--- src/hdl/brra_pkg.sv ---
`timescale 1ns / 1ps
// ----------------------------------------------------------------------------
// brra_pkg - shared definitions for the round-robin bus arbiter
// Agent count, field widths, register indexes and inter-module structs.
// ----------------------------------------------------------------------------
package brra_pkg;

	// Agent count; kept a power of two so the random start is a mask.
	localparam int NUM_AGENTS = 16;
	localparam int AGENT_W    = $clog2(NUM_AGENTS);

	// Widths of the per-agent activity vectors, the random draw and the linger period
	localparam int LINE_W     = 16;
	localparam int DRAW_W     = 31;
	localparam int LINGER_W   = 16;

	// Stream word widths (packed fields rounded up to whole bytes)
	localparam int IN_FIELDS_W  = 3 * LINE_W + DRAW_W;
	localparam int IN_DATA_W    = ((IN_FIELDS_W + 7) / 8) * 8;
	localparam int OUT_FIELDS_W = 3 + 2 * AGENT_W;
	localparam int OUT_DATA_W   = ((OUT_FIELDS_W + 7) / 8) * 8;

	// Remainder unit: dividend padded to whole steps, DIV_STEP bits per cycle
	localparam int DIV_STEP  = 4;
	localparam int DIV_PAD_W = ((DRAW_W + DIV_STEP - 1) / DIV_STEP) * DIV_STEP;
	localparam int DIV_ITERS = DIV_PAD_W / DIV_STEP;
	localparam int DIV_CNT_W = (DIV_ITERS > 1) ? $clog2(DIV_ITERS) : 1;

	// Configuration register indexes
	localparam int CFG_IDX_W = 1;
	typedef enum logic [CFG_IDX_W-1:0] {
		REG_PARK_LAST     = 1'b0,
		REG_LINGER_PERIOD = 1'b1
	} cfg_reg_t;

	// Round-robin pick result
	typedef struct packed {
		logic               found;
		logic [AGENT_W-1:0] agent;
	} pick_t;

	// Remainder unit status
	typedef struct packed {
		logic busy;
		logic done;
		logic zero;
	} div_status_t;

endpackage

--- src/hdl/brra_rr_pick.sv ---
`timescale 1ns / 1ps
// ----------------------------------------------------------------------------
// brra_rr_pick - round-robin requester select
// Finds the first requesting agent after the start agent, wrapping around.
// ----------------------------------------------------------------------------
module brra_rr_pick (
	input  logic [brra_pkg::NUM_AGENTS-1:0] req,
	input  logic [brra_pkg::AGENT_W-1:0]    start,
	output brra_pkg::pick_t                 pick
);
	import brra_pkg::*;

	always_comb begin
		logic [AGENT_W:0] sum;
		logic [AGENT_W:0] wrapped;
		pick = '0;
		// walk farthest first so the nearest requester wins
		for (int k = NUM_AGENTS; k >= 1; k--) begin
			sum = {1'b0, start} + (AGENT_W+1)'(k);
			wrapped = (sum >= (AGENT_W+1)'(NUM_AGENTS)) ?
				sum - (AGENT_W+1)'(NUM_AGENTS) : sum;
			if (req[wrapped[AGENT_W-1:0]]) begin
				pick.found = 1'b1;
				pick.agent = wrapped[AGENT_W-1:0];
			end
		end
	end

endmodule

--- src/hdl/brra_mod_unit.sv ---
`timescale 1ns / 1ps
// ----------------------------------------------------------------------------
// brra_mod_unit - iterative remainder of the random draw by linger period
// Restoring division, DIV_STEP quotient bits per cycle; flags a zero remainder.
// ----------------------------------------------------------------------------
module brra_mod_unit (
	input  logic                          clk,
	input  logic                          arst_n,
	input  logic                          start,
	input  logic [brra_pkg::DRAW_W-1:0]   dividend,
	input  logic [brra_pkg::LINGER_W-1:0] divisor,
	output brra_pkg::div_status_t         status
);
	import brra_pkg::*;

	logic [DIV_PAD_W-1:0] dvd_q;
	logic [LINGER_W-1:0]  rem_q;
	logic [LINGER_W-1:0]  dsr_q;
	logic [DIV_CNT_W-1:0] cnt_q;
	logic                 busy_q;
	logic                 done_q;

	logic [DIV_PAD_W-1:0] dvd_nx;
	logic [LINGER_W-1:0]  rem_nx;

	always_comb begin
		logic [LINGER_W:0] trial;
		dvd_nx = dvd_q;
		rem_nx = rem_q;
		for (int s = 0; s < DIV_STEP; s++) begin
			trial  = {rem_nx, dvd_nx[DIV_PAD_W-1]};
			dvd_nx = {dvd_nx[DIV_PAD_W-2:0], 1'b0};
			if (trial >= {1'b0, dsr_q})
				trial = trial - {1'b0, dsr_q};
			rem_nx = trial[LINGER_W-1:0];
		end
	end

	always_ff @(posedge clk or negedge arst_n) begin
		if (!arst_n) begin
			busy_q <= 1'b0;
			done_q <= 1'b0;
			cnt_q  <= '0;
		end else if (start) begin
			busy_q <= 1'b1;
			done_q <= 1'b0;
			cnt_q  <= '0;
		end else if (busy_q) begin
			cnt_q <= cnt_q + 1'b1;
			if (cnt_q == DIV_CNT_W'(DIV_ITERS - 1)) begin
				busy_q <= 1'b0;
				done_q <= 1'b1;
			end
		end
	end

	always_ff @(posedge clk) begin
		if (start) begin
			dvd_q <= DIV_PAD_W'(dividend);
			rem_q <= '0;
			dsr_q <= divisor;
		end else if (busy_q) begin
			dvd_q <= dvd_nx;
			rem_q <= rem_nx;
		end
	end

	assign status.busy = busy_q;
	assign status.done = done_q;
	assign status.zero = (rem_q == '0);

endmodule

--- src/hdl/bus_round_robin_arbiter_core.sv ---
`timescale 1ns / 1ps
// ----------------------------------------------------------------------------
// bus_round_robin_arbiter_core - round-robin bus arbiter with owner tracking
// Per bus clock word: update the bus owner, then arbitrate the grant.
// ----------------------------------------------------------------------------
// Flow: a word is taken in S_IDLE and its result word registered in S_OUT once
//   the output register is free; an idle grant checked for recall first waits
//   in S_DIV on the remainder unit (4 quotient bits a cycle). s_tready is high
//   only in S_IDLE, so a new word is not taken until the last one is through.
// Reset: arst_n clears grant and owner to none, park_last to 0 and
//   linger_period to 16; output channel empty.
// ----------------------------------------------------------------------------
module bus_round_robin_arbiter_core (
	input  logic                            clk,
	input  logic                            arst_n,
	// configuration write channel
	input  logic                            cfg_valid,
	output logic                            cfg_ready,
	input  logic [brra_pkg::CFG_IDX_W-1:0]  cfg_index,
	input  logic [brra_pkg::LINGER_W-1:0]   cfg_data,
	// input stream
	input  logic                            s_tvalid,
	output logic                            s_tready,
	// s_tdata from bit 0: request_active[15:0], frame_active[15:0],
	//   ready_active[15:0], random_draw[30:0], zero pad
	input  logic [brra_pkg::IN_DATA_W-1:0]  s_tdata,
	// result stream
	output logic                            m_tvalid,
	input  logic                            m_tready,
	// m_tdata from bit 0: grant_valid, grant_agent[3:0], owner_valid,
	//   owner_agent[3:0], grant_changed, zero pad
	output logic [brra_pkg::OUT_DATA_W-1:0] m_tdata
);
	import brra_pkg::*;

	typedef enum logic [1:0] {
		S_IDLE,
		S_DIV,
		S_OUT
	} state_t;

	// input word fields
	logic [LINE_W-1:0] request_active;
	logic [LINE_W-1:0] frame_active;
	logic [LINE_W-1:0] ready_active;
	logic [DRAW_W-1:0] random_draw;

	assign request_active = s_tdata[LINE_W-1:0];
	assign frame_active   = s_tdata[2*LINE_W-1:LINE_W];
	assign ready_active   = s_tdata[3*LINE_W-1:2*LINE_W];
	assign random_draw    = s_tdata[3*LINE_W+DRAW_W-1:3*LINE_W];

	// registers
	state_t               state_q;
	logic                 park_last_q;
	logic [LINGER_W-1:0]  linger_q;
	logic                 grant_held_q;
	logic [AGENT_W-1:0]   grant_idx_q;
	logic                 owner_held_q;
	logic [AGENT_W-1:0]   owner_idx_q;
	logic                 changed_q;
	logic                 out_valid_q;
	logic [OUT_DATA_W-1:0] out_data_q;

	logic accept;
	assign accept    = s_tvalid && s_tready;
	assign s_tready  = (state_q == S_IDLE);
	assign cfg_ready = 1'b1;

	// agent line lookup: agents without an input bit read as idle
	function automatic logic agent_bit(logic [LINE_W-1:0] v, logic [AGENT_W-1:0] i);
		logic b;
		b = 1'b0;
		for (int k = 0; k < LINE_W; k++)
			if (k < NUM_AGENTS && i == AGENT_W'(k))
				b = v[k];
		return b;
	endfunction

	// request vector over the agents
	logic [NUM_AGENTS-1:0] req_vec;
	always_comb begin
		req_vec = '0;
		for (int k = 0; k < NUM_AGENTS; k++)
			if (k < LINE_W)
				req_vec[k] = request_active[k];
	end

	// owner update from last grant and this clock's FRAME / IRDY
	logic               owner_held_n;
	logic [AGENT_W-1:0] owner_idx_n;
	logic               own_busy;
	assign own_busy = agent_bit(frame_active, owner_idx_q) ||
		agent_bit(ready_active, owner_idx_q);

	always_comb begin
		owner_held_n = owner_held_q;
		owner_idx_n  = owner_idx_q;
		if (!owner_held_q) begin
			if (grant_held_q && agent_bit(frame_active, grant_idx_q)) begin
				owner_held_n = 1'b1;
				owner_idx_n  = grant_idx_q;
			end
		end else if (grant_held_q) begin
			// other owner hands over once its transaction is done
			if (owner_idx_q != grant_idx_q && !own_busy)
				owner_idx_n = grant_idx_q;
		end else if (!own_busy) begin
			owner_held_n = 1'b0;
			owner_idx_n  = '0;
		end
	end

	// round-robin pick; with no holder start at a random agent
	pick_t              pick;
	logic [AGENT_W-1:0] pick_start;
	assign pick_start = grant_held_q ? grant_idx_q : random_draw[AGENT_W-1:0];

	brra_rr_pick u_pick (
		.req   (req_vec),
		.start (pick_start),
		.pick  (pick)
	);

	logic any_req;
	logic holder_req;
	logic recall_chk;
	assign any_req    = |req_vec;
	assign holder_req = grant_held_q && req_vec[grant_idx_q];
	// idle grant may be recalled only while someone owns the bus
	assign recall_chk = !any_req && owner_held_n && grant_held_q &&
		!park_last_q && (linger_q != '0);

	// remainder unit for the recall test
	div_status_t div_st;
	logic        div_start;
	assign div_start = accept && recall_chk;

	brra_mod_unit u_mod (
		.clk      (clk),
		.arst_n   (arst_n),
		.start    (div_start),
		.dividend (random_draw),
		.divisor  (linger_q),
		.status   (div_st)
	);

	// result word from the current state
	logic [OUT_FIELDS_W-1:0] out_fields;
	assign out_fields = {changed_q,
		owner_held_q ? owner_idx_q : AGENT_W'(0), owner_held_q,
		grant_held_q ? grant_idx_q : AGENT_W'(0), grant_held_q};

	logic out_free;
	assign out_free = !out_valid_q || m_tready;

	// config registers
	always_ff @(posedge clk or negedge arst_n) begin
		if (!arst_n) begin
			park_last_q <= 1'b0;
			linger_q    <= LINGER_W'(16);
		end else if (cfg_valid && cfg_ready) begin
			case (cfg_reg_t'(cfg_index))
				REG_PARK_LAST:     park_last_q <= cfg_data[0];
				REG_LINGER_PERIOD: linger_q    <= cfg_data;
				default:           ;
			endcase
		end
	end

	// sequencer, arbiter state and output register
	always_ff @(posedge clk or negedge arst_n) begin
		if (!arst_n) begin
			state_q      <= S_IDLE;
			grant_held_q <= 1'b0;
			grant_idx_q  <= '0;
			owner_held_q <= 1'b0;
			owner_idx_q  <= '0;
			changed_q    <= 1'b0;
			out_valid_q  <= 1'b0;
		end else begin
			if (state_q == S_OUT && out_free)
				out_valid_q <= 1'b1;
			else if (out_valid_q && m_tready)
				out_valid_q <= 1'b0;
			case (state_q)
				S_IDLE: begin
					if (accept) begin
						owner_held_q <= owner_held_n;
						owner_idx_q  <= owner_idx_n;
						changed_q    <= any_req && !holder_req && pick.found;
						if (any_req && !holder_req && pick.found) begin
							grant_held_q <= 1'b1;
							grant_idx_q  <= pick.agent;
						end
						state_q <= recall_chk ? S_DIV : S_OUT;
					end
				end
				S_DIV: begin
					if (div_st.done && !div_st.busy) begin
						if (div_st.zero) begin
							grant_held_q <= 1'b0;
							grant_idx_q  <= '0;
							changed_q    <= 1'b1;
						end
						state_q <= S_OUT;
					end
				end
				S_OUT: begin
					if (out_free)
						state_q <= S_IDLE;
				end
				default: state_q <= S_IDLE;
			endcase
		end
	end

	always_ff @(posedge clk) begin
		if (state_q == S_OUT && out_free)
			out_data_q <= OUT_DATA_W'(out_fields);
	end

	assign m_tvalid = out_valid_q;
	assign m_tdata  = out_data_q;

endmodule

--- config.mk ---
export PLATFORM = sky130hd
export DESIGN_NAME = bus_round_robin_arbiter_core
export DESIGN_NICKNAME = d
export VERILOG_FILES = /design/src/hdl/brra_pkg.sv /design/src/hdl/brra_rr_pick.sv /design/src/hdl/brra_mod_unit.sv /design/src/hdl/bus_round_robin_arbiter_core.sv
export SDC_FILE = /design/constraint.sdc
export NUM_CORES = 1
export LEC_CHECK = 0
export ABC_CLOCK_PERIOD_IN_PS = 9250
export BUFFER_PORTS_ARGS = -buffer_cell sky130_fd_sc_hd__buf_4
export CAP_MARGIN = 20
export CORE_UTILIZATION = 24
export CTS_BUF_LIST = sky130_fd_sc_hd__clkbuf_16
export DETAILED_ROUTE_END_ITERATION = 8
export HOLD_SLACK_MARGIN = 0.05
export PLACE_DENSITY = 0.39
export SLEW_MARGIN = 20
export SYNTH_ARGS = -nofsm -noshare
export SYNTH_HDL_FRONTEND = slang
export SYNTH_SLANG_ARGS = --single-unit
export TNS_END_PERCENT = 30
--- constraint.sdc ---
create_clock -name clk -period 9.25 [get_ports clk]
set_clock_uncertainty 0.2 [all_clocks]
set_input_delay 0.4625 -clock clk [delete_from_list [all_inputs] [get_ports clk]]
set_output_delay 0.4625 -clock clk [all_outputs]
set_load 0.02 [all_outputs]
==> results.cfg, run 1 <==
[floorplanning]
die-area_um2 = 46150
die_w_um = 214.8
ioPinCount = 121
start_util_pct = 24.48
rows = 77
die_h_um = 214.8
coreArea_um2 = 44410

[global_route]
grt_pass1_wl_um = 58810
antenna_found_initial = 0
overflow = 0
first_global_vias = 10200
grt_max_degree = 70
grt_use_total_pct = 16.20

[route]
via_count = 10210
avgRoutedWirePerCell_um = 18.13
drt-total-wl_um = 37760
drtIter0Drc = 563
drc = 0
vias_per_cell = 4.899
dr.pass1.iters = 5
ant_nets = 0

[yosys]
seq_area_frac_synth_pct = 27.45
synth_top_area_share_pct = 16.02
yosysMostFrequentCell = nor2_1
synth_fa_ha_area_share_pct = 9.138
synth_edf_count = 58
yosys_warnings = 0
synthArstFlopShare_pct = 32.43
synth_top_family_by_area = multiplexers
synth_compound_area_share_pct = 18.79
synth_top_area_cell = edfxtp_1
ys_seq_elements = 111
syn_avg_cell_area_um2 = 9.229
syn-instance-count = 1178
synthFlopType = edfxtp_1
synth_common_cells = 100 x nor2_1, 82 x mux2i_1, 73 x ha_1, 70 x a21oi_1
synth.area.top_cells = edfxtp_1 16%, ha_1 8.4%, dfrtp_1 8.1%, mux2i_1 7.5%, mux2_2 7.0%
syn_area_um2 = 10870
synthMuxAreaShare_pct = 19.77
synth_cell_type_count = 86
synth-simple-area-share_pct = 15.56
synthXorXnorAreaFrac_pct = 5.064

[placement]
gp_congestion = 0.8687
dpl.hpwl_um = 30070
portBuffers = 113

[cts]
clk_pin_slew_ps = 80
numCtsBuffers = 9
clkSinkCount = 111
cts_tree = done
clockBufferDepth = 2
htreeDepth = 3
clkLatencyLatePin_ps = 370
root_buffer = clkbuf_16

[power_and_ir_drop]
total_leakage_power_uw = 0.006261
p_per_area_nw_per_um2 = 221.3
ir_drop_mv = 0.2044

[critical_path]
crit_type = reg2reg
crit_family = compound AO/OA/AOI/OAI gates
endpoint_kind = flop
worst_setup_path_start_kind = flop
cp.arrival_ps = 8960
crit_path_frequent_cell = o21a_1
cp_slowest_cell = or4_1
crit_path_max_fanout = 7
crit_buf_inv = 5
critPathRequiredTime_ps = 9270
slowest_delay_ps = 500

[sta]
tightestPinTransition_ps = 985.2
rsz0062_at_grt = true
slew_violations = 0
fin_tns_setup_ps = 0
holdWs_ps = 115.9
relSlewSlack_pct = 33.88
fin_crit_sh_pct = 96.60
max_freq_mhz = 111.9
setup_violations = 0
fin_crit_ps = 8935
finalHoldViolCount = 0

[run_status]
status = finished, final reports clean

[layout]
n_antenna_cell = 0
area_growth_pct = 35.77
fin_nets = 1665
drive_gt1_share_pct = 35.95

[run]
cap_violations = 0

[min_path]
worstHoldPathType = in2reg
## flip-flops by register name (all words and copies together), names as in the netlist
signal,count
u_mod.dsr_q,16
park_last_q,1
grant_idx_q,4
u_mod.busy_q,1
linger_q,16
u_mod.cnt_q,3
u_mod.dvd_q,32
m_tvalid,1
u_mod.rem_q,16
state_q,2
u_mod.done_q,1
owner_held_q,1
grant_held_q,1
owner_idx_q,4
changed_q,1
m_tdata,11
## layout make-up
| class | count | area, um^2 |
|---|---|---|
| clock buffers | 9 | 225.2 |
| clock inverters | 7 | 50.05 |
| fillers | 4630 | 29650 |
| inverters | 56 | 210.2 |
| multi-input cells | 965 | 7914 |
| flip-flops and latches | 111 | 2984 |
| well taps | 592 | 740.7 |
| repair buffers | 343 | 2636 |
## stage by stage
stage / cells / total power (uW) / setup slack [ps] / cell area [um^2] / utilization (%)
5_1_grt: 2083 / 3529 / -98.92 / 14760 / 33.23
2_1_floorplan: 1182 / 2282 / 16.77 / 10960 / -
3_5_place_dp: 2053 / 2857 / -94.38 / 13950 / 31.40
6_report: 2083 / 3267 / 314.6 / 14760 / 33.23
3_3_place_gp: 2053 / 2853 / -131.6 / 13950 / 31.40
4_1_cts: 2071 / 3267 / 0.1039 / 14300 / 32.19
## power by group
| part | switching (uW) | internal, uW |
|---|---|---|
| clock network | 207 | 185 |
| logic | 1260 | 940 |
| registers | 95.0 | 575 |
## what timing repair did
item,CTS,global route
hold buffers,1,0
setup endpoints to repair,16,16
buffers inserted,1,11
resized for setup,10,82
endpoints found under the hold margin,35,0
gates cloned,0,1
pin swaps,3,37
## cell families (layout without fill, tap and decap cells)
logic type                 Yosys count  count (layout)
AOI/OAI and AO/OA                  302             302
xor gates and xnor gates            62              62
adders and majority gates           77              77
buffers and inverters              106             415
DFF                                111             111
muxes                              176             176
other                                2               6
and+or+nand+nor                    342             342
## metal layers
| layer | global-route usage (%) | up-vias | routed length [um] |
|---|---|---|---|
| met5 | 0 | - | 0 |
| met3 | 1.953 | 15 | 1282 |
| li1 | - | 5067 | - |
| met1 | 22.91 | 4927 | 18500 |
| met2 | 26.44 | 196 | 17660 |
| met4 | 3.024 | 0 | 312 |
## cells in the final DEF (no fill, tap or decap), types with 11 or more instances in the layout
| master | n |
|---|---|
| a211oi_1 | 16 |
| a21o_1 | 33 |
| a21oi_1 | 65 |
| and2_1 | 15 |
| buf_4 | 333 |
| dfrtp_1 | 35 |
| dfxtp_1 | 17 |
| edfxtp_1 | 58 |
| ha_1 | 59 |
| ha_4 | 13 |
| inv_1 | 48 |
| mux2_2 | 62 |
| mux2i_1 | 77 |
| mux4_2 | 24 |
| nand2_1 | 65 |
| nand2b_1 | 17 |
| nand3_1 | 18 |
| nand4_1 | 17 |
| nor2_1 | 99 |
| nor3_1 | 29 |
| nor4_1 | 20 |
| o21a_1 | 17 |
| o21ai_0 | 44 |
| o21ai_1 | 11 |
| xnor2_1 | 39 |
| xor2_1 | 22 |
## final timing paths
kind,from,endpoint,slack (ps),cells past startpoint
setup / recovery,u_mod.dsr_q[0],u_mod.rem_q[5],310,43
hold / removal,cfg_data[11],linger_q[11],120,2
setup reg to reg,u_mod.dsr_q[0],u_mod.rem_q[5],310,43
hold reg to reg,linger_q[5],u_mod.dsr_q[5],270,0
max in group asynchronous,arst_n,u_mod.cnt_q[2],8080,2
min in group asynchronous,arst_n,linger_q[10],390,2
Note: power is estimated with default switching activity, not from simulation.
==> run 2: changes to the inputs <==
--- a/config.mk
+++ b/config.mk
@@ -5,14 +5,15 @@
 export SDC_FILE = /design/constraint.sdc
 export NUM_CORES = 1
 export LEC_CHECK = 0
-export ABC_CLOCK_PERIOD_IN_PS = 9250
+export ABC_CLOCK_PERIOD_IN_PS = 10350
 export BUFFER_PORTS_ARGS = -buffer_cell sky130_fd_sc_hd__buf_4
 export CAP_MARGIN = 20
 export CORE_UTILIZATION = 24
 export CTS_BUF_LIST = sky130_fd_sc_hd__clkbuf_16
 export DETAILED_ROUTE_END_ITERATION = 8
 export HOLD_SLACK_MARGIN = 0.05
-export PLACE_DENSITY = 0.39
+export PLACE_DENSITY = 0.37
+export RECOVER_POWER = 100
 export SLEW_MARGIN = 20
 export SYNTH_ARGS = -nofsm -noshare
 export SYNTH_HDL_FRONTEND = slang
==> constraint.sdc (replaced) <==
create_clock -name clk -period 10.35 [get_ports clk]
set_clock_uncertainty 0.2 [all_clocks]
set_input_delay 0.5175 -clock clk [delete_from_list [all_inputs] [get_ports clk]]
set_output_delay 0.5175 -clock clk [all_outputs]
set_load 0.02 [all_outputs]
==> results.cfg, run 2 (synthesized netlist as in run 1, its figures left out) <==
[placement]
portBuffers = 113
dpl.hpwl_um = 29300
placed_area_um2 = 12750
dp_slack_ps = 214.2
gp_congestion = 0.8669

[sta]
tightestPinTransition_ps = 2093
fin_tns_setup_ps = 0
layout_setup_ws_ps = 655.3
fin_crit_sh_pct = 93.67
finalHoldViolCount = 0
fin_crit_ps = 9695
relSlewSlack_pct = -39.52
max_freq_mhz = 103.1
setup_violations = 0
slew_violations = 101

[route]
dr.pass1.iters = 4
via_count = 9553
drc = 0
drtIter0Drc = 422
vias_per_cell = 4.976
ant_nets = 0
avgRoutedWirePerCell_um = 19.38
drt-total-wl_um = 37210

[power_and_ir_drop]
p_sw_uw = 1425
power_frac_clock_pct = 12.8
switching_share_pct = 48.50
internal_power_uw = 1513
total_leakage_power_uw = 0.005298
combPwrFrac_pct = 66.3
finalPower_uw = 2938
p_per_area_nw_per_um2 = 225.1
ir_drop_mv = 0.2040
p_seq_share_pct = 20.9

[layout]
final_cell_area_um2 = 13050
final_core_util_pct = 29.39
final_cell_mix = 157 x buf_4, 99 x nor2_1, 81 x mux2i_1, 71 x ha_1, 69 x a21oi_1
mostFrequentLayoutCell = buf_4
largest_reg_flops = 32
regMostFlops = u_mod.dvd_q
area_growth_pct = 20.06
drive_gt1_share_pct = 22.14
fin_nets = 1502
n_antenna_cell = 0
nFillCells = 4733

[critical_path]
crit_family = compound AO/OA/AOI/OAI gates
critPathRequiredTime_ps = 10390
slowest_delay_ps = 580
crit_path_frequent_cell = o21a_1
crit_type = reg2reg
cp.arrival_ps = 9740
endpoint_kind = flop
crit_buf_inv = 5
cp_slowest_cell = or4_1
crit_path_max_fanout = 12
worst_setup_path_start_kind = flop

[min_path]
worstHoldPathType = in2reg

[cts]
clk_pin_slew_ps = 80
clkSinkCount = 111
clkLatencyLatePin_ps = 380
clockBufferDepth = 2
root_buffer = clkbuf_16
htreeDepth = 3
cts_tree = done
numCtsBuffers = 9

[run_status]
status = finished with violations
violations = capacitance limit, slew limit

[global_route]
grt_use_total_pct = 16.04
first_global_vias = 9595
antenna_found_initial = 1
overflow = 0
grt_max_degree = 49
grt_pass1_wl_um = 57240

[floorplanning]
coreArea_um2 = 44410
die_h_um = 214.8
die_w_um = 214.8
start_util_pct = 24.48
die-area_um2 = 46150
ioPinCount = 121
rows = 77

[run]
cap_violations = 4
==> run 2: cell count changes in the layout (fill, tap and decap cells not counted), moves of 7 or more <==
cell	before	now
a211oi_2	8	1
ha_4	13	0
clkbuf_1	0	18
ha_1	59	71
mux2_4	7	0
a211oi_1	16	23
buf_4	333	157
o21ai_0	44	54
==> run 2: worst paths after layout <==
kind | startpoint | endpoint | slack (ps) | cells after the start
setup reg to reg | u_mod.dsr_q[14] | u_mod.rem_q[9] | 660 | 42
hold reg to reg | linger_q[10] | u_mod.dsr_q[10] | 270 | 0
max in group asynchronous | arst_n | state_q[0] | 7680 | 2
setup / recovery | u_mod.dsr_q[14] | u_mod.rem_q[9] | 660 | 42
hold / removal | cfg_data[1] | linger_q[1] | 160 | 2
min in group asynchronous | arst_n | linger_q[12] | 1070 | 2
==> run 2: layer usage <==
layer / track usage, % / vias up / wire length [um]
met2: 25.59 / 192 / 16970
met5: 0 / - / 12
li1: - / 4732 / -
met1: 22.45 / 4599 / 18330
met4: 4.119 / 2 / 591
met3: 2.406 / 28 / 1310
==> run 2: layout make-up <==
class	count	area [um^2]	area share, %
Multi-Input combinational cell	965	7508	57.52
Sequential cell	111	2984	22.86
Timing Repair Buffer	180	1300	9.960
Tap cell	592	740.7	5.675
Clock buffer	10	250.2	1.917
Inverter	56	210.2	1.610
Clock inverter	6	58.81	0.4505
==> run 2: stage by stage <==
| stage | hold slack (ps) | std cells |
|---|---|---|
| floorplan | 21.91 | 1182 |
| global placement | 256.1 | 1901 |
| detailed placement | 253.4 | 1901 |
| CTS | 137.7 | 1918 |
| global route | 141.6 | 1920 |
| finish | 164.1 | 1920 |
==> run 2: power groups by stage <==
stage | combinational (uW) | sequential, uW | clock (uW)
after floorplan | 1470 | 564 | 0
after global placement | 1950 | 630 | 0
after detailed placement | 1940 | 625 | 0
after CTS | 1950 | 618 | 396
after global routing | 2130 | 627 | 409
final | 1950 | 614 | 376
==> run 2: timing repair <==
item                                    in CTS  in global routing
hold buffers                                 1                  0
gates resized for setup                      0                 14
endpoints found under the hold margin       35                  0
buffers inserted                             0                  1
endpoints found under the setup margin       0                 16
==> run 3: changes to the inputs <==
--- a/config.mk
+++ b/config.mk
@@ -6,7 +6,7 @@
 export NUM_CORES = 1
 export LEC_CHECK = 0
 export ABC_CLOCK_PERIOD_IN_PS = 10350
-export BUFFER_PORTS_ARGS = -buffer_cell sky130_fd_sc_hd__buf_4
+export BUFFER_PORTS_ARGS = -buffer_cell sky130_fd_sc_hd__buf_2
 export CAP_MARGIN = 20
 export CORE_UTILIZATION = 24
 export CTS_BUF_LIST = sky130_fd_sc_hd__clkbuf_16
==> results.cfg, run 3 (synthesized netlist as in run 1, its figures left out) <==
[run_status]
status = finished with violations
violations = capacitance limit, slew limit

[critical_path]
cp.arrival_ps = 9830
critPathRequiredTime_ps = 10460
cp_slowest_cell = or4_1
slowest_delay_ps = 590
crit_path_max_fanout = 13
crit_type = reg2reg
crit_path_frequent_cell = ha_1
endpoint_kind = flop
worst_setup_path_start_kind = flop

[power_and_ir_drop]
ir_drop_mv = 0.2373
p_per_area_nw_per_um2 = 227.8
combPwrFrac_pct = 66.2
internal_power_uw = 1498
p_sw_uw = 1409
switching_share_pct = 48.46
power_frac_clock_pct = 12.6
p_seq_share_pct = 21.1
total_leakage_power_uw = 0.005211

[sta]
relSlewSlack_pct = -34.86
slew_violations = 102
max_freq_mhz = 102.9
rsz0062_at_grt = false
fin_crit_sh_pct = 93.92
setup_violations = 0
fin_tns_setup_ps = 0
tightestPinTransition_ps = 2023
fin_crit_ps = 9721
finalHoldViolCount = 0

[floorplanning]
die-area_um2 = 46150
start_util_pct = 24.48
coreArea_um2 = 44410
ioPinCount = 121
die_h_um = 214.8
die_w_um = 214.8
rows = 77

[layout]
largest_reg_flops = 32
final_core_util_pct = 28.74
regMostFlops = u_mod.dvd_q
fin_nets = 1498
final_cell_mix = 100 x nor2_1, 99 x buf_2, 81 x mux2i_1, 73 x ha_1, 69 x a21oi_1
drive_gt1_share_pct = 21.45
nFillCells = 4767
area_growth_pct = 17.41
mostFrequentLayoutCell = nor2_1
n_antenna_cell = 0

[route]
dr.pass1.iters = 5
vias_per_cell = 4.982
drc = 0
drt-total-wl_um = 36350
avgRoutedWirePerCell_um = 18.97
via_count = 9545
ant_nets = 0
drtIter0Drc = 390

[cts]
numCtsBuffers = 9
cts_tree = done
clockBufferDepth = 2
clkLatencyLatePin_ps = 370
clk_pin_slew_ps = 80
clkSinkCount = 111
htreeDepth = 3
postCtsHoldBufs = 0
root_buffer = clkbuf_16

[global_route]
antenna_found_initial = 2
overflow = 0
grt_pass1_wl_um = 56300
first_global_vias = 9385
grt_max_degree = 70
grt_use_total_pct = 15.72

[min_path]
worstHoldPathType = in2reg

[run]
cap_violations = 4

[placement]
portBuffers = 113
dpl.hpwl_um = 28840
gp_congestion = 0.8654
-- run 3: critical path: cells and delay by family, from the launching register on --
kind,cells,cell delay [ps]
AO/OA/AOI/OAI,20,3760
AND/OR/NAND/NOR,7,1620
multiplexers,4,1440
adder cells (fa/ha/maj),4,1420
buffers and inverters,5,810
flip-flops,1,330
-- run 3: metrics by stage --
step | hold WS [ps] | cell area (um^2) | instances | setup WS (ps) | total power [uW]
5_1_grt | 161.0 | 12760 | 1916 | 19.69 | 3139
2_1_floorplan | 21.91 | 10890 | 1182 | 188.8 | 2039
3_3_place_gp | 250.3 | 12470 | 1899 | 117.6 | 2558
4_1_cts | 56.94 | 12770 | 1915 | 134.6 | 2939
6_report | 175.7 | 12760 | 1916 | 629.4 | 2907
3_5_place_dp | 244.1 | 12470 | 1899 | 177.0 | 2554
-- run 3: power by group through the flow --
| stage | sequential [uW] | combinational, uW | clock, uW |
|---|---|---|---|
| global placement | 627 | 1930 | 0 |
| finish | 614 | 1930 | 368 |
| floorplan | 564 | 1470 | 0 |
| CTS | 617 | 1940 | 386 |
| detailed placement | 626 | 1930 | 0 |
| global route | 626 | 2110 | 399 |
-- run 3: layout make-up --
cell class                      instances  area, um^2  area share (%)
Clock buffer                           10       250.2           1.960
Clock inverter                          6       48.80          0.3823
Inverter                               56       210.2           1.647
Multi-Input combinational cell        965        7487           58.66
Sequential cell                       111        2984           23.38
Tap cell                              592       740.7           5.803
Timing Repair Buffer                  176        1044           8.175
-- run 3: per-layer routing --
metal  vias to the layer above  wire, um  track usage [%]
met1                      4605     18030            22.50
met2                       185     16540            24.95
met3                        19      1395            2.166
li1                       4732         -                -
met5                         -        19                0
met4                         4       365            3.286
-- run 3: final timing paths --
check | from | to | slack [ps] | cells after the start
setup reg to reg | u_mod.dsr_q[15] | u_mod.rem_q[2] | 630 | 40
max in group asynchronous | arst_n | m_tvalid | 8280 | 1
hold reg to reg | linger_q[7] | u_mod.dsr_q[7] | 270 | 0
hold / removal | cfg_data[13] | linger_q[13] | 180 | 2
setup / recovery | u_mod.dsr_q[15] | u_mod.rem_q[2] | 630 | 40
min in group asynchronous | arst_n | linger_q[13] | 520 | 1
-- run 3: repair_timing --
item,in CTS,in global routing
setup buffers,0,1
gates resized for setup,0,8
setup endpoints to repair,0,16
